[config.mk]
export PLATFORM = sky130hd
export DESIGN_NAME = drd_front
export DESIGN_NICKNAME = d
export VERILOG_FILES = /design/src/rtl/core/drrip_deadblock_replacement_defines.svh /design/src/rtl/core/drd_pkg.sv /design/src/rtl/core/drd_front.sv
export SDC_FILE = /design/constraint.sdc
export NUM_CORES = 1
export LEC_CHECK = 0
export ABC_AREA = 1
export BUFFER_PORTS_ARGS = -buffer_cell sky130_fd_sc_hd__buf_4
export CAP_MARGIN = 20
export CORE_MARGIN = 3
export CORE_UTILIZATION = 26
export DETAILED_ROUTE_END_ITERATION = 6
export PLACE_DENSITY_LB_ADDON = 0.05
export SYNTH_ARGS = -nofsm -noshare
export SYNTH_HDL_FRONTEND = slang
export SYNTH_SLANG_ARGS = --single-unit
[constraint.sdc]
create_clock -name vclk -period 1.4
set_clock_uncertainty 0.1 [all_clocks]
set_input_delay 0.28 -clock vclk [all_inputs]
set_output_delay 0.28 -clock vclk [all_outputs]
set_load 0.005 [all_outputs]
[src/rtl/core/drrip_deadblock_replacement_defines.svh]
// Assertion macros for the DRRIP dead-block replacement engine.
// Used by the top level only; expects clk and rst_n in scope.
`ifndef DRRIP_DEADBLOCK_REPLACEMENT_DEFINES_SVH
`define DRRIP_DEADBLOCK_REPLACEMENT_DEFINES_SVH
`ifndef NO_ASSERTIONS
// antecedent implies consequent in the same cycle
`define DRD_ASSERT_NOW(lbl, ante, cons, msg) \
  lbl: assert property (@(posedge clk) disable iff (!rst_n) (ante) |-> (cons)) \
    else $error(msg);
// antecedent implies consequent in the next cycle
`define DRD_ASSERT_NEXT(lbl, ante, cons, msg) \
  lbl: assert property (@(posedge clk) disable iff (!rst_n) (ante) |=> (cons)) \
    else $error(msg);
`else
`define DRD_ASSERT_NOW(lbl, ante, cons, msg)
`define DRD_ASSERT_NEXT(lbl, ante, cons, msg)
`endif
`endif

[src/rtl/core/drd_pkg.sv]
// Shared types and constants for the DRRIP dead-block replacement engine.
// No dependencies.
package drd_pkg;

  localparam int NUM_SETS_DEF   = 2048;
  localparam int NUM_WAYS_DEF   = 16;
  localparam int LEADERS_DEF    = 64;
  localparam int QUEUE_DEPTH    = 2;
  localparam int MASK_WAYS      = 16;

  localparam logic [19:0] DECAY_RESET = 20'd100000;
  localparam logic [9:0]  PSEL_MID    = 10'd512;
  localparam logic [9:0]  PSEL_MAX    = 10'd1023;
  localparam logic [1:0]  RRPV_MAX    = 2'd3;
  localparam logic [1:0]  RRPV_LONG   = 2'd2;
  localparam logic [1:0]  DEAD_INIT   = 2'd1;

  // leader classes
  localparam logic [1:0] LDR_NONE  = 2'd0;
  localparam logic [1:0] LDR_SRRIP = 2'd1;
  localparam logic [1:0] LDR_BRRIP = 2'd2;

  // request kinds
  localparam logic KIND_VICTIM = 1'b0;
  localparam logic KIND_UPDATE = 1'b1;

  // result sources
  localparam logic [1:0] SRC_INVALID = 2'd0;
  localparam logic [1:0] SRC_DEAD    = 2'd1;
  localparam logic [1:0] SRC_RRPV    = 2'd2;
  localparam logic [1:0] SRC_UPDATE  = 2'd3;

  typedef struct packed {
    logic        kind;
    logic [10:0] set_index;
    logic [3:0]  way_index;
    logic        hit_flag;
    logic [15:0] valid_mask;
    logic [3:0]  random_nibble;
  } drd_in_t;

  typedef struct packed {
    logic [3:0] victim_way;
    logic [1:0] victim_source;
  } drd_out_t;

  // classified request between front and back
  typedef struct packed {
    logic        kind;
    logic [10:0] set_idx;
    logic [3:0]  way_idx;
    logic        hit;
    logic [3:0]  rnd;
    logic        has_inv;
    logic [3:0]  inv_way;
  } drd_cmd_t;

  // back-end status seen by the front
  typedef struct packed {
    logic clearing;
  } drd_stat_t;

  typedef enum logic [2:0] {
    ST_CLR,
    ST_IDLE,
    ST_LOOK,
    ST_FIN,
    ST_DRD,
    ST_DWR
  } drd_state_t;

endpackage

[src/rtl/core/drd_front.sv]
// Front end: accepts requests, reduces set and way, finds the first invalid way.
// Depends on drd_pkg.
module drd_front #(
  parameter int NUM_SETS = drd_pkg::NUM_SETS_DEF,
  parameter int NUM_WAYS = drd_pkg::NUM_WAYS_DEF
) (
  input  logic                in_valid,
  output logic                in_ready,
  input  drd_pkg::drd_in_t    in_data,
  input  drd_pkg::drd_stat_t  stat,
  output logic                push,
  output drd_pkg::drd_cmd_t   push_cmd,
  input  logic                q_ready
);
  import drd_pkg::*;

  localparam int INV_WAYS = (NUM_WAYS < MASK_WAYS) ? NUM_WAYS : MASK_WAYS;

  // no requests during the clearing pass
  assign in_ready = q_ready & ~stat.clearing;
  assign push     = in_valid & in_ready;

  always_comb begin
    logic [10:0] s;
    logic [3:0]  w;
    logic        f;
    logic [3:0]  fw;
    s = in_data.set_index;
    w = in_data.way_index;
    // restoring reduction modulo set and way counts
    for (int k = 3; k >= 0; k--) begin
      if (int'(s) >= (NUM_SETS << k)) s = s - 11'(NUM_SETS << k);
      if (int'(w) >= (NUM_WAYS << k)) w = w - 4'(NUM_WAYS << k);
    end
    // lowest invalid way covered by the mask
    f  = 1'b0;
    fw = '0;
    for (int i = INV_WAYS - 1; i >= 0; i--) begin
      if (!in_data.valid_mask[i]) begin
        f  = 1'b1;
        fw = 4'(i);
      end
    end
    push_cmd.kind    = in_data.kind;
    push_cmd.set_idx = s;
    push_cmd.way_idx = w;
    push_cmd.hit     = in_data.hit_flag;
    push_cmd.rnd     = in_data.random_nibble;
    push_cmd.has_inv = f;
    push_cmd.inv_way = fw;
  end

endmodule

==> metrics.md <==
| Metric | Value |
|---|---|
| CP Data Required Time | `1.02 ns` |
| Final period utilization | `116%` |
| I/O Buffers | `26` |
| Post-synthesis adder-cell area fraction | `0%` |
| Layout cells sized above 1 | `56.8%` |
| Initial DRC Count | `3` |
| Hold_buf cts | `0` |
| Maxcap violations | `0` |
| Yosys top cell area share | `46.7%` |
| Placed Instances | `87` |
| Fillers | `126` |
| CP Max Fanout | `2` |
| Sequential cells | `0` |
| Core area | `~0.0012 sq mm` |
| Complex-gate fraction of the synthesized area | `approximately 4.4%` |
| Routed len/inst | `between 9 and 10 um` |
| Post-Syn Nets | `approximately 100` |
| IO Count | `68` |
| Violated checks | `setup timing` |
| Total track usage | `8.75%` |
| Final worst setup slack | `-0.226 ns` |
| Total congestion overflow | `0` |
| Worst Tran Pin Value | `0.171 ns` |
| Top cells by area, synth | `buf_4, nand2_1, nand3_1, nor2_1, inv_1` |
| # clk buffers | `0` |
| Die Wd | `42.0 um` |
| DIE AREA | `about 0.0018 sq mm` |
| Fin cells | `just under 90` |
| Crit. End Element | `output port` |
| Top cell type by total area after synthesis | `buf_4` |
| Post-synthesis mux area share | `0%` |
| Initial antenna violation count | `0` |
| Mapped Avg Cell Area | `5.45 sq um` |
| Final Hold Viols | `0` |
| Status | `finished, violations left` |
| CP startpoint kind | `input port` |
| Post-synth top cells | `buf_4, nand2_1, nor2_1` |
| Post-DP HPWL | `691 um` |
| Vias in the first global route | `320` |
| Count of cell types in the netlist | `10` |
| First-pass GRT wire length | `1320 um` |
| Maximum vdd ir drop | `between 0.07 and 0.08 mV` |
| Count leader, synth | `buf_4` |
| Initial core utilization | `29.2%` |
| Hold Path Class | `in2out` |
| Pre-CTS setup slack | `-0.258 ns` |
| Number of remaining DRC errors | `0` |
| Post-Synth XOR/XNOR Area | `0%` |
| Post-Syn Instances | `62` |
| Row cnt | `12` |
| Yosys warnings | `0` |
| Die extent in y | `42.0 um` |
| Antenna diodes | `0` |
| Hold worst-path end | `push_cmd[14]` |
| Placer Congestion | `0.675` |
| Hold Crit Depth | `0` |
| Fmax | `0.615 GHz` |
| ANT nets after route | `0` |
| Detailed-route vias per instance | `4.44` |
| Pwr Density | `242 mW/mm^2` |
| RSZ-0062 raised after global routing | `yes` |
| Largest net degree at the start of global routing | `4` |
| Total Wirelength | `roughly 850 um` |
| Number of slew-limit violations in the final report | `0` |
| Via count | `between 300 and 400` |
| Kind of critical path | `in2out` |
| P_leak | `0.272 nW` |
| Final net count | `roughly 120` |
| Critical Path AT | `1.25 ns` |
| Post-layout minimum cycle time | `1.63 ns` |
| Headroom to the max-slew limit | `slightly below 90%` |
| Sequential cell area | `0 sq um` |
| Simple-gate portion of the synthesized area | `43.3%` |
| Final Setup Violations | `3` |
| Sequential share of the synthesized area | `0%` |
| Post-Syn Area | `338 sq um` |
| DR pass1 iterations | `3` |
| Min-delay src | `in_data[25]` |
| Combinational family with the most area after synthesis | `buffers and inverters` |
| Area grow syn2layout | `44.1%` |
## how the worst max path moves through the flow
stage / startpoint / slack (ns) / end / depth (start not counted)
global route: in_data[19] / -0.39 / push_cmd[0] / 17
finish: in_data[19] / -0.23 / push_cmd[0] / 17
floorplan: in_data[19] / 0.04 / push_cmd[0] / 15
detailed placement: in_data[19] / -0.26 / push_cmd[0] / 17
global placement: in_data[19] / -0.27 / push_cmd[0] / 17
CTS: in_data[19] / -0.23 / push_cmd[0] / 17
## per-stage QoR
step / util [%] / total power, mW / hold slack, ns / area (sq um) / TNS, ns
floorplan: - / 0.0769 / 0.491 / 338 / 0
global placement: 37.9 / 0.106 / 0.460 / 438 / -0.407
detailed placement: 37.9 / 0.106 / 0.460 / 438 / -0.400
CTS: 41.8 / 0.118 / 0.460 / 483 / -0.410
global route: 42.1 / 0.131 / 0.460 / 487 / -0.828
finish: 42.1 / 0.118 / 0.460 / 487 / -0.378
## report_power, final
group / switching, mW / total, mW / internal [mW]
Sequential: 0 / 0 / 0
Clock: 0 / 0 / 0
Combinational: 0.0452 / 0.118 / 0.0725
## logic make-up after synthesis
logic type,after synthesis
buffers and inverters,26
AND/OR/NAND/NOR,34
AO/OA/AOI/OAI,2
## layer usage
| layer | track usage (%) | vias up | routed length [um] |
|---|---|---|---|
| met3 | 3.86 | 6 | 139 |
| met5 | 0 | - | 0 |
| met1 | 11.4 | 161 | 346 |
| li1 | - | 201 | - |
| met2 | 12.7 | 23 | 356 |
| met4 | 3.11 | 0 | 9 |
## placed cells by master, fill, tap and decap left out, drive strengths merged
| cell | n |
|---|---|
| nor3 | 1 |
| nand3 | 5 |
| nand2 | 18 |
| nor2 | 6 |
| a21oi | 1 |
| a31oi | 1 |
| buf | 33 |
| inv | 5 |
| nand4 | 3 |
| nor3b | 1 |
## layout make-up
| type | count | area, sq um | area share, % |
|---|---|---|---|
| Timing Repair Buffer | 33 | 259 | 53.2 |
| Inverter | 5 | 18.8 | 3.86 |
| Multi-Input combinational cell | 36 | 191 | 39.3 |
| Tap cell | 14 | 17.5 | 3.60 |
## what timing repair did
item / in CTS / in global routing
setup buffers: 1 / 1
endpoints found under the setup margin: 2 / 5
pin swaps: 7 / 6
resized for setup: 10 / 2
## critical path, cell delays in order
cell	delay [ns]
buf_6	0.10
inv_2	0.03
nand2_1	0.03
nand2_1	0.05
nand2_1	0.04
nand2_1	0.05
nand2_1	0.05
nand2_1	0.05
nand2_1	0.04
nand2_1	0.05
nand2_1	0.05
nand2_1	0.05
nand2_1	0.04
nand2_1	0.05
nand2_1	0.06
a21oi_2	0.12
buf_4	0.12
No activity file was read; power rests on OpenSTA's default activity.
