## config.mk

```make
export PLATFORM = sky130hd
export DESIGN_NAME = drd_queue
export DESIGN_NICKNAME = d
export VERILOG_FILES = /design/src/rtl/core/drrip_deadblock_replacement_defines.svh /design/src/rtl/core/drd_pkg.sv /design/src/rtl/core/drd_queue.sv
export SDC_FILE = /design/constraint.sdc
export NUM_CORES = 1
export LEC_CHECK = 0
export BUFFER_PORTS_ARGS = -buffer_cell sky130_fd_sc_hd__buf_2
export CAP_MARGIN = 20
export CORE_MARGIN = 2
export CORE_UTILIZATION = 30
export DETAILED_ROUTE_END_ITERATION = 10
export PLACE_DENSITY_LB_ADDON = 0.12
export SLEW_MARGIN = 20
export SYNTH_ARGS = -nofsm -noshare
export SYNTH_HDL_FRONTEND = slang
export SYNTH_SLANG_ARGS = --single-unit
```

## constraint.sdc

```tcl
create_clock -name clk -period 1.9 [get_ports clk]
set_input_delay 0.19 -clock clk [delete_from_list [all_inputs] [get_ports clk]]
set_output_delay 0.19 -clock clk [all_outputs]
set_load 0.01 [all_outputs]
```

## src/rtl/core/drrip_deadblock_replacement_defines.svh

```systemverilog
// Assertion macros for the DRRIP dead-block replacement engine.
// Used by the top level only; expects clk and rst_n in scope.
`ifndef DRRIP_DEADBLOCK_REPLACEMENT_DEFINES_SVH
`define DRRIP_DEADBLOCK_REPLACEMENT_DEFINES_SVH
`ifndef NO_ASSERTIONS
// antecedent implies consequent in the same cycle
`define DRD_ASSERT_NOW(lbl, ante, cons, msg) \
  lbl: assert property (@(posedge clk) disable iff (!rst_n) (ante) |-> (cons)) \
    else $error(msg);
// antecedent implies consequent in the next cycle
`define DRD_ASSERT_NEXT(lbl, ante, cons, msg) \
  lbl: assert property (@(posedge clk) disable iff (!rst_n) (ante) |=> (cons)) \
    else $error(msg);
`else
`define DRD_ASSERT_NOW(lbl, ante, cons, msg)
`define DRD_ASSERT_NEXT(lbl, ante, cons, msg)
`endif
`endif

```

## src/rtl/core/drd_pkg.sv

```systemverilog
// Shared types and constants for the DRRIP dead-block replacement engine.
// No dependencies.
package drd_pkg;

  localparam int NUM_SETS_DEF   = 2048;
  localparam int NUM_WAYS_DEF   = 16;
  localparam int LEADERS_DEF    = 64;
  localparam int QUEUE_DEPTH    = 2;
  localparam int MASK_WAYS      = 16;

  localparam logic [19:0] DECAY_RESET = 20'd100000;
  localparam logic [9:0]  PSEL_MID    = 10'd512;
  localparam logic [9:0]  PSEL_MAX    = 10'd1023;
  localparam logic [1:0]  RRPV_MAX    = 2'd3;
  localparam logic [1:0]  RRPV_LONG   = 2'd2;
  localparam logic [1:0]  DEAD_INIT   = 2'd1;

  // leader classes
  localparam logic [1:0] LDR_NONE  = 2'd0;
  localparam logic [1:0] LDR_SRRIP = 2'd1;
  localparam logic [1:0] LDR_BRRIP = 2'd2;

  // request kinds
  localparam logic KIND_VICTIM = 1'b0;
  localparam logic KIND_UPDATE = 1'b1;

  // result sources
  localparam logic [1:0] SRC_INVALID = 2'd0;
  localparam logic [1:0] SRC_DEAD    = 2'd1;
  localparam logic [1:0] SRC_RRPV    = 2'd2;
  localparam logic [1:0] SRC_UPDATE  = 2'd3;

  typedef struct packed {
    logic        kind;
    logic [10:0] set_index;
    logic [3:0]  way_index;
    logic        hit_flag;
    logic [15:0] valid_mask;
    logic [3:0]  random_nibble;
  } drd_in_t;

  typedef struct packed {
    logic [3:0] victim_way;
    logic [1:0] victim_source;
  } drd_out_t;

  // classified request between front and back
  typedef struct packed {
    logic        kind;
    logic [10:0] set_idx;
    logic [3:0]  way_idx;
    logic        hit;
    logic [3:0]  rnd;
    logic        has_inv;
    logic [3:0]  inv_way;
  } drd_cmd_t;

  // back-end status seen by the front
  typedef struct packed {
    logic clearing;
  } drd_stat_t;

  typedef enum logic [2:0] {
    ST_CLR,
    ST_IDLE,
    ST_LOOK,
    ST_FIN,
    ST_DRD,
    ST_DWR
  } drd_state_t;

endpackage

```

## src/rtl/core/drd_queue.sv

```systemverilog
// Short request queue between front and back end.
// Depends on drd_pkg.
module drd_queue (
  input  logic               clk,
  input  logic               rst_n,
  input  logic               push,
  input  drd_pkg::drd_cmd_t  push_cmd,
  output logic               q_ready,
  input  logic               pop,
  output logic               q_valid,
  output drd_pkg::drd_cmd_t  head
);
  import drd_pkg::*;

  localparam int PW = $clog2(QUEUE_DEPTH);

  drd_cmd_t          slot_r [QUEUE_DEPTH];
  logic [PW-1:0]     wp_r, rp_r;
  logic [PW:0]       cnt_r;

  assign q_ready = (cnt_r != (PW+1)'(QUEUE_DEPTH));
  assign q_valid = (cnt_r != '0);
  assign head    = slot_r[rp_r];

  // storage
  always_ff @(posedge clk) begin
    if (push) slot_r[wp_r] <= push_cmd;
  end

  // pointers and fill count
  always_ff @(posedge clk) begin
    if (!rst_n) begin
      wp_r  <= '0;
      rp_r  <= '0;
      cnt_r <= '0;
    end else begin
      if (push) wp_r <= (wp_r == PW'(QUEUE_DEPTH - 1)) ? '0 : wp_r + 1'b1;
      if (pop)  rp_r <= (rp_r == PW'(QUEUE_DEPTH - 1)) ? '0 : rp_r + 1'b1;
      cnt_r <= cnt_r + (PW+1)'(push) - (PW+1)'(pop);
    end
  end

endmodule

```

==> reports/metrics.csv, run 1 <==
stage;metric;value;unit
outcome;status;completed;
die;core-area;7180;µm²
timing;fin_ws;0.274;ns
timing;max_slew.worst_pin.slew;0.447;ns
die;die_w;89.8;µm
clock_tree;post_cts_resized;0;
run;max_cap_viol_count;0;
synthesis;synth_mux_area_frac;0.167;
power_and_ir_drop;p_leak;1.11;nW
synthesis;synthTopCellsByArea;edfxtp_1 71%, mux2_4 14%, dfxtp_1 4.5%;
synthesis;synth_top_family_by_area;multiplexers;
clock_tree;clock-sinks;57;
routing;wire_per_inst;13.6;µm
synthesis;synth_fp_nets;134;
synthesis;netlist_instances;102;
worst_setup_path;reg2reg_depth;2;
power_and_ir_drop;powerDensity;1020;nW/µm²
synthesis;yosys.area_share.simple;0.0244;
placed_design;place.port_buffers;57;
finish;nFillCells;669;
hold_path;min_path_cells;1;
clock_tree;holdBufCountCts;0;
synthesis;synth-seq-area-share;0.753;
routing;routed_wirelength;3.74;mm
timing;drv_slew;0;
synthesis;synth_compound_area_frac;0.00340;
worst_setup_path;critPathSlowestCell;dfxtp_2;
grt;antenna_found_initial;0;
grt;grt_max_degree;22;
finish;multi_input_area;488;µm²
synthesis;ys_warn_count;0;
synthesis;syn_area;2210;µm²
worst_setup_path;crit_fanout;20;
clock_tree;cts_buffers;9;
synthesis;yosys.area.top_type;edfxtp_1;
timing;finalSetupViolCount;0;
clock_tree;clkTransAtPathRegs;0.06;ns
synthesis;ys_ff_latch;57;
worst_setup_path;crit_path_max_incr_delay;0.43;ns
die;start_util;0.307;
clock_tree;cts_setup_buffers;0;
worst_setup_path;crit_type;flip-flop to output port;
timing;fmax;0.615;GHz
timing;tns;0;ns
placed_design;dp_slack;0.557;ns
finish;antenna_cells;0;
worst_setup_path;arrival;1.44;ns
worst_setup_path;path_cells;buf_12, mux2_4, buf_2;
clock_tree;clkLatencyLatePin;0.33;ns
die;row_count;31;
die;num_io_pins;58;
clock_tree;htree_levels;3;
placed_design;hpwl;2.56;mm
finish;ff_latch_area;1660;µm²
synthesis;synth_fa_ha_area_frac;0.0113;
routing;drt-initial-drc-count;72;
finish;nets;202;
timing;fin_crit;1.63;ns
synthesis;synth_xor_area_frac;0.0142;
finish;area_growth;27.2;%
clock_tree;tritoncts;yes;
timing;clock-skew-final;0.00411;ns
timing;fin_crit_sh;0.856;
die;die_h;89.8;µm
synthesis;yosysTopAreaCellShare;0.708;
routing;route.detailed.drc;0;
routing;antenna_left;0;
placed_design;place.gp.congestion;0.631;
grt;grt-ovfl-total;0;
hold_path;hold_class;primary input to flip-flop;
synthesis;synth_area_per_cell;21.6;µm²
worst_setup_path;critPathCaptureType;output port;
worst_setup_path;start_kind;flip-flop;
timing;hold_viol_final;0;
power_and_ir_drop;worst_ir_drop_vdd;554;µV
clock_tree;clockBufferDepth;2;
grt;grt_pass1_vias;1248;
grt;track_usage;0.105;
die;die-area;8060;µm²
finish;layout-drive-gt1-share;0.571;
grt;grt_pass1_wl;6.09;mm
timing;rsz0062_at_grt;no;
synthesis;synth_cell_types;15;
routing;viasPerCell;4.06;
clock_tree;cts_root_buffer;clkbuf_8;
worst_setup_path;cp.required;1.71;ns
timing;slew-limit-headroom;0.700;
routing;vias;1113;
routing;firstDrtPassIters;4;
-- state kept, by name (all words and copies together), names as in the netlist, named ones only --
name and count:
rp_r 1, cnt_r 2, slot_r 52, wp_r 1
-- cell type report --
class	count	area share
sequential	57	0.593
multi-input combinational	40	0.174
timing repair buffer	60	0.123
clock buffer	11	0.0468
tap	99	0.0442
clock inverter	5	0.0165
inverter	2	0.00268
-- through the flow --
step                total power, mW   util  hold WS [ns]  instances  cell area (µm²)
floorplan                      1.74      -         0.289        102             2210
global placement               1.86  0.366         0.377        258             2630
detailed placement             1.88  0.366         0.382        258             2630
CTS                            2.92  0.391        0.0241        274             2810
global route                   3.01  0.391        0.0176        274             2810
finish                         2.87  0.391        0.0492        274             2810
-- Yosys cell counts --
library cell / count
and2_1: 4
buf_12: 2
buf_6: 1
dfxtp_1: 5
edfxtp_1: 52
ha_1: 2
inv_1: 2
mux2_2: 6
mux2_4: 20
nand2_1: 1
nor2b_1: 3
o21a_1: 1
or2_2: 1
xnor3_1: 1
xor2_1: 1
-- kinds of logic after synthesis --
family,count (synthesis)
XOR/XNOR,2
multiplexers,26
adder cells (fa/ha/maj),2
AND/OR/NAND/NOR,9
AO/OA/AOI/OAI,1
flip-flops,57
buffers and inverters,5
-- metal layers --
| layer | vias to the layer above | part of all wire | wire length (µm) | GRT usage |
|---|---|---|---|---|
| li1 | 527 | - | - | - |
| met1 | 537 | 0.39 | 1450 | 0.106 |
| met2 | 44 | 0.52 | 1950 | 0.173 |
| met3 | 5 | 0.079 | 295 | 0.0545 |
| met4 | 0 | 0.011 | 41 | 0.0615 |
| met5 | - | 0 | 0 | 0 |
-- path summary, 6_finish.rpt --
check,slack (ns),start,endpoint
worst max-delay path,0.27,flip-flop,head[16]
worst min-delay path,0.05,push_cmd[24],slot_r[0][24]$_DFFE_PP_
worst max register to register,0.63,wp_r$_SDFFE_PN0P_,slot_r[1][12]$_DFFE_PP_
worst min register to register,0.58,rp_r$_SDFFE_PN0P_,rp_r$_SDFFE_PN0P_
-- cells in the final DEF, fill, tap and decap left out, drive strengths merged --
cell | Yosys | routed
buf | 3 | 60
edfxtp | 52 | 52
mux2 | 26 | 26
clkbuf | 0 | 11
dfxtp | 5 | 5
and2 | 4 | 4
clkinv | 0 | 4
nor2b | 3 | 3
inv | 2 | 2
ha | 2 | 2
or2 | 1 | 1
xor2 | 1 | 1
nand2 | 1 | 1
o21a | 1 | 1
xnor3 | 1 | 1
bufinv | 0 | 1
-- critical path, delay by kind of cell, from the launching register on --
kind	cells	cell delay, ns
flops	1	0.43
buf+inv	2	0.37
mux	1	0.32
-- report_power, final --
part | leakage, nW | switching [mW] | internal (mW) | total [mW]
clock network | 0.0898 | 0.437 | 0.590 | 1.03
registers | 0.530 | 0.0283 | 1.45 | 1.48
logic | 0.490 | 0.161 | 0.203 | 0.364
No activity file was read; power rests on OpenSTA's default activity.
==> inputs of run 2 (changes only) <==
ABC_AREA = 1   (was not set)
==> reports/metrics.csv, run 2 <==
stage;metric;value;unit
routing;wire_per_inst;13.3;µm
synthesis;synth_edf_count;52;
synthesis;synth_cell_types;12;
clock_tree;holdBufCountCts;0;
clock_tree;clkLatencyLatePin;0.32;ns
power_and_ir_drop;powerDensity;960;nW/µm²
die;die_w;89.8;µm
finish;layout_common_cells;57 x buf_2, 52 x edfxtp_1, 20 x mux2_4, 10 x nand2_1, 9 x clkbuf_8;
synthesis;synthTopCellsByArea;edfxtp_1 71%, mux2_4 14%, dfxtp_1 4.5%;
clock_tree;cts_root_buffer;clkbuf_8;
synthesis;synth.most_common_cell;edfxtp_1;
finish;layout-drive-gt1-share;0.540;
clock_tree;post_cts_resized;0;
timing;fmax;0.619;GHz
worst_setup_path;critPathSlowestCell;mux2_2;
routing;firstDrtPassIters;5;
clock_tree;clkTransAtPathRegs;0.06;ns
routing;vias;1171;
power_and_ir_drop;p_comb_frac;0.118;
finish;area_growth;25.6;%
die;num_io_pins;58;
finish;final_common_cell;buf_2;
placed_design;place.port_buffers;57;
placed_design;place.gp.congestion;0.617;
grt;antenna_found_initial;0;
clock_tree;clock-sinks;57;
finish;regMostFlops;slot_r;
grt;track_usage;0.0996;
placed_design;hpwl;2.71;mm
die;start_util;0.307;
routing;antenna_left;0;
timing;drv_slew;0;
finish;antenna_cells;0;
power_and_ir_drop;intPower;2.06;mW
clock_tree;cts_buffers;9;
clock_tree;clockBufferDepth;2;
synthesis;synth-seq-area-share;0.753;
timing;slew-limit-headroom;0.708;
synthesis;synth_fp_nets;146;
power_and_ir_drop;p_sw_frac;0.225;
timing;rsz0062_at_grt;no;
timing;fin_crit_sh;0.850;
worst_setup_path;cp_top_family;buffers and inverters;
synthesis;netlist_instances;114;
power_and_ir_drop;p_leak;1.13;nW
die;row_count;31;
timing;fin_crit;1.61;ns
clock_tree;cts_setup_buffers;0;
worst_setup_path;path_cells;buf_4, mux2_2, buf_2;
worst_setup_path;arrival;1.42;ns
worst_setup_path;crit_fanout;16;
timing;max_slew.worst_pin.slew;0.438;ns
hold_path;hold_class;primary input to flip-flop;
synthesis;yosys.area.top_type;edfxtp_1;
power_and_ir_drop;p_seq_frac;0.551;
clock_tree;htree_levels;3;
synthesis;yosysTopAreaCellShare;0.708;
finish;nets;216;
finish;largest_registers;slot_r x52, cnt_r x2;
worst_setup_path;endpoint;head[17];
finish;largest_reg_flops;52;
worst_setup_path;r2r_start;wp_r$_SDFFE_PN0P_;
synthesis;ys_warn_count;0;
timing;clock-skew-final;0.00390;ns
synthesis;netlist_top_cells_count;52 x edfxtp_1, 20 x mux2_4, 10 x nand2_1;
worst_setup_path;crit_buf_inv;2;
timing;finalSetupViolCount;0;
timing;tns;0;ns
die;die-area;8060;µm²
worst_setup_path;reg2reg_depth;2;
die;die_h;89.8;µm
run;max_cap_viol_count;0;
routing;routed_wirelength;3.83;mm
grt;grt-ovfl-total;0;
worst_setup_path;r2r-end;slot_r[0][25]$_DFFE_PP_;
timing;hold_viol_final;0;
grt;grt_max_degree;20;
routing;drt-initial-drc-count;54;
grt;grt_pass1_vias;1263;
timing;hold_slack;0.0596;ns
synthesis;ys_ff_latch;57;
worst_setup_path;crit_type;flip-flop to output port;
outcome;status;completed;
die;core-area;7180;µm²
synthesis;ys.flop_type;edfxtp_1;
worst_setup_path;cp.required;1.71;ns
worst_setup_path;start_kind;flip-flop;
worst_setup_path;critPathCaptureType;output port;
worst_setup_path;rrSetupSlack;0.61;ns
finish;final_core_util;0.386;
synthesis;synth_area_per_cell;19.3;µm²
worst_setup_path;cp.depth;3;
grt;grt_pass1_wl;5.97;mm
synthesis;syn_area;2210;µm²
power_and_ir_drop;p_sw;0.598;mW
power_and_ir_drop;worst_ir_drop_vdd;443;µV
synthesis;synthArstFlopShare;0;
power_and_ir_drop;pwr-share-clk;0.330;
worst_setup_path;crit_path_max_incr_delay;0.37;ns
routing;route.detailed.drc;0;
routing;viasPerCell;4.07;
clock_tree;tritoncts;yes;
## run 2: worst reg2reg max path: stages, from the launching register on
cell     delay, ns
dfxtp_1       0.32
nor2_2        0.37
buf_4         0.29
## run 2: through the flow
stage / setup slack, ns / area [µm²] / cells / power, mW
floorplan: 0.0611 / 2210 / 114 / 1.69
global placement: 0.581 / 2620 / 272 / 1.80
detailed placement: 0.549 / 2620 / 272 / 1.82
CTS: 0.236 / 2770 / 288 / 2.72
global route: 0.196 / 2770 / 288 / 2.81
finish: 0.286 / 2770 / 288 / 2.66
## run 2: layout make-up
cell class                 instances  area, µm²
clock buffer                      11        131
clock inverter                     5       22.5
fill                             673       4400
inverter                           7       26.3
multi-input combinational         47        469
sequential                        57       1660
tap                               99        124
timing repair buffer              62        335
## run 2: power by group through the flow
stage | sequential (mW) | combinational [mW] | clock (mW)
2_1_floorplan | 1.49 | 0.203 | 0
3_3_place_gp | 1.49 | 0.311 | 0
3_5_place_dp | 1.49 | 0.322 | 0
4_1_cts | 1.47 | 0.322 | 0.924
5_1_grt | 1.47 | 0.347 | 0.988
6_report | 1.47 | 0.315 | 0.879
## run 2: worst min-delay path by stage
stage / startpoint / to / depth (start not counted) / slack [ns]
2_1_floorplan: rst_n / cnt_r[0]$_SDFF_PN0_ / 2 / 0.28
3_3_place_gp: push_cmd[17] / slot_r[1][17]$_DFFE_PP_ / 1 / 0.38
3_5_place_dp: push_cmd[7] / slot_r[1][7]$_DFFE_PP_ / 1 / 0.38
4_1_cts: push_cmd[9] / slot_r[1][9]$_DFFE_PP_ / 1 / 0.04
5_1_grt: push_cmd[21] / slot_r[0][21]$_DFFE_PP_ / 1 / 0.04
6_report: push_cmd[4] / slot_r[1][4]$_DFFE_PP_ / 1 / 0.06
## run 2: kinds of logic (layout without fill, tap and decap cells)
family	after synthesis	after routing	synth area share
flops	57	57	0.753
mux	26	26	0.167
simple gates	18	18	0.0312
buf+inv	10	85	0.0352
fa+ha+maj	2	2	0.0113
compound gates	1	1	0.00227
## run 2: routing by layer
metal,vias up,GRT usage,part of all wire,routed length (µm)
li1,559,-,-,-
met2,42,0.172,0.54,2060
met4,0,0.0615,0.014,52
met3,5,0.0360,0.056,214
met5,-,0,0,0
met1,565,0.103,0.39,1510
==> inputs of run 3 (changes only) <==
clock period = 1.3 ns   (was 1.9 ns; I/O delays follow)
==> reports/metrics.csv, run 3 (synthesis gave the netlist of run 2 again) <==
stage;metric;value;unit
grt;grt-ovfl-total;0;
die;die_h;89.8;µm
grt;grt_max_degree;15;
worst_setup_path;arrival;1.33;ns
finish;largest_registers;slot_r x52, cnt_r x2;
worst_setup_path;crit_type;flip-flop to output port;
routing;firstDrtPassIters;4;
power_and_ir_drop;power;4.41;mW
grt;track_usage;0.110;
routing;viasPerCell;4.06;
timing;slew-limit-headroom;0.882;
die;die_w;89.8;µm
clock_tree;cts_root_buffer;clkbuf_8;
worst_setup_path;path_cells;buf_12, mux2_4, buf_6;
routing;vias;1283;
timing;finalSetupViolCount;26;
worst_setup_path;crit_buf_inv;2;
outcome;status;finished, violations left;
clock_tree;clockBufferDepth;2;
finish;layout_common_cells;52 x edfxtp_1, 31 x buf_2, 26 x mux2_4, 26 x dlygate4sd3_1, 26 x buf_6;
clock_tree;clock-sinks;57;
worst_setup_path;crit_fanout;12;
die;row_count;31;
timing;rsz0062_at_grt;yes;
finish;multi_input_area;538;µm²
finish;nets;244;
routing;antenna_left;0;
finish;nFillCells;637;
timing;fmax;0.686;GHz
routing;routed_wirelength;4.23;mm
timing;clock-skew-final;0.00407;ns
timing;drv_slew;0;
power_and_ir_drop;p_leak;1.37;nW
clock_tree;cts_buffers;9;
worst_setup_path;cp_top_family;flip-flops;
timing;fin_ws;-0.158;ns
worst_setup_path;start_kind;flip-flop;
worst_setup_path;critPathSlowestCell;dfxtp_4;
grt;grt_pass1_vias;1394;
routing;route.detailed.drc;0;
finish;layout-drive-gt1-share;0.544;
timing;hold_viol_final;0;
timing;fin_crit;1.46;ns
finish;ff_latch_area;1670;µm²
die;start_util;0.307;
finish;largest_reg_flops;52;
placed_design;place.gp.congestion;0.658;
placed_design;hpwl;2.64;mm
placed_design;place.port_buffers;57;
worst_setup_path;cp.required;1.17;ns
finish;antenna_cells;0;
die;num_io_pins;58;
finish;area_growth;53.3;%
finish;final_common_cell;edfxtp_1;
placed_design;dp_slack;0.0227;ns
timing;tns;-3.57;ns
hold_path;hold_class;primary input to flip-flop;
timing;fin_crit_sh;1.12;
power_and_ir_drop;powerDensity;1310;nW/µm²
grt;antenna_found_initial;0;
finish;regMostFlops;slot_r;
clock_tree;tritoncts;yes;
clock_tree;clkTransAtPathRegs;0.06;ns
grt;grt_pass1_wl;6.77;mm
run;max_cap_viol_count;0;
die;die-area;8060;µm²
timing;max_slew.worst_pin.slew;0.177;ns
worst_setup_path;critPathCaptureType;output port;
clock_tree;clkLatencyLatePin;0.33;ns
worst_setup_path;crit_path_max_incr_delay;0.39;ns
routing;wire_per_inst;13.4;µm
routing;drt-initial-drc-count;56;
clock_tree;htree_levels;3;
power_and_ir_drop;worst_ir_drop_vdd;564;µV
die;core-area;7180;µm²
outcome;violations;negative setup slack;
==> run 3: cell type report <==
cell class                      instances  share of cell area
Sequential cell                        57               0.493
Tap cell                               99              0.0366
Clock buffer                            9              0.0366
Inverter                                7             0.00777
Timing Repair Buffer                   90               0.249
Multi-Input combinational cell         47               0.159
Clock inverter                          7              0.0181
==> run 3: power by group <==
part	internal (mW)	leakage (nW)	total, mW	switching (mW)
clock	0.863	0.0962	1.55	0.686
sequential	2.12	0.531	2.15	0.0363
combinational	0.427	0.741	0.713	0.286
==> run 3: stage by stage <==
step / utilization / hold slack [ns] / area (µm²) / std cells
finish: 0.471 / 0.0445 / 3380 / 316
global placement: 0.373 / 0.319 / 2680 / 273
CTS: 0.454 / 0.0326 / 3260 / 315
floorplan: - / 0.223 / 2210 / 114
global route: 0.471 / 0.0531 / 3380 / 316
detailed placement: 0.373 / 0.321 / 2680 / 273
==> run 3: what timing repair did <==
item / in CTS / in global routing
gates cloned: 0 / 1
setup buffers: 0 / 0
pin swaps: 0 / 2
endpoints found under the hold margin: 52 / 0
hold buffers: 26 / 0
setup endpoints to repair: 26 / 27
resized for setup: 22 / 23
==> run 3: per-layer routing <==
metal	part of all wire	GRT usage	vias up
met5	0	0	-
met4	0.014	0.0423	0
met3	0.052	0.0436	7
met2	0.51	0.193	38
met1	0.43	0.121	621
li1	-	-	617
==> run 3: worst register-to-register path: cells and delay by family, from the launching register on <==
family / cells / cell delay, ns
compound gates: 1 / 0.16
flops: 1 / 0.32
fa+ha+maj: 2 / 0.41
buf+inv: 3 / 0.13
simple gates: 2 / 0.12
==> run 3: final timing paths <==
check	startpoint	depth (start not counted)	end	slack [ns]
worst max register to register	cnt_r[0]$_SDFF_PN0_	8	cnt_r[1]$_SDFF_PN0_	0.06
worst min register to register	rp_r$_SDFFE_PN0P_	2	rp_r$_SDFFE_PN0P_	0.51
worst max-delay path	flip-flop	3	head[8]	-0.16
worst min-delay path	rst_n	3	cnt_r[0]$_SDFF_PN0_	0.04
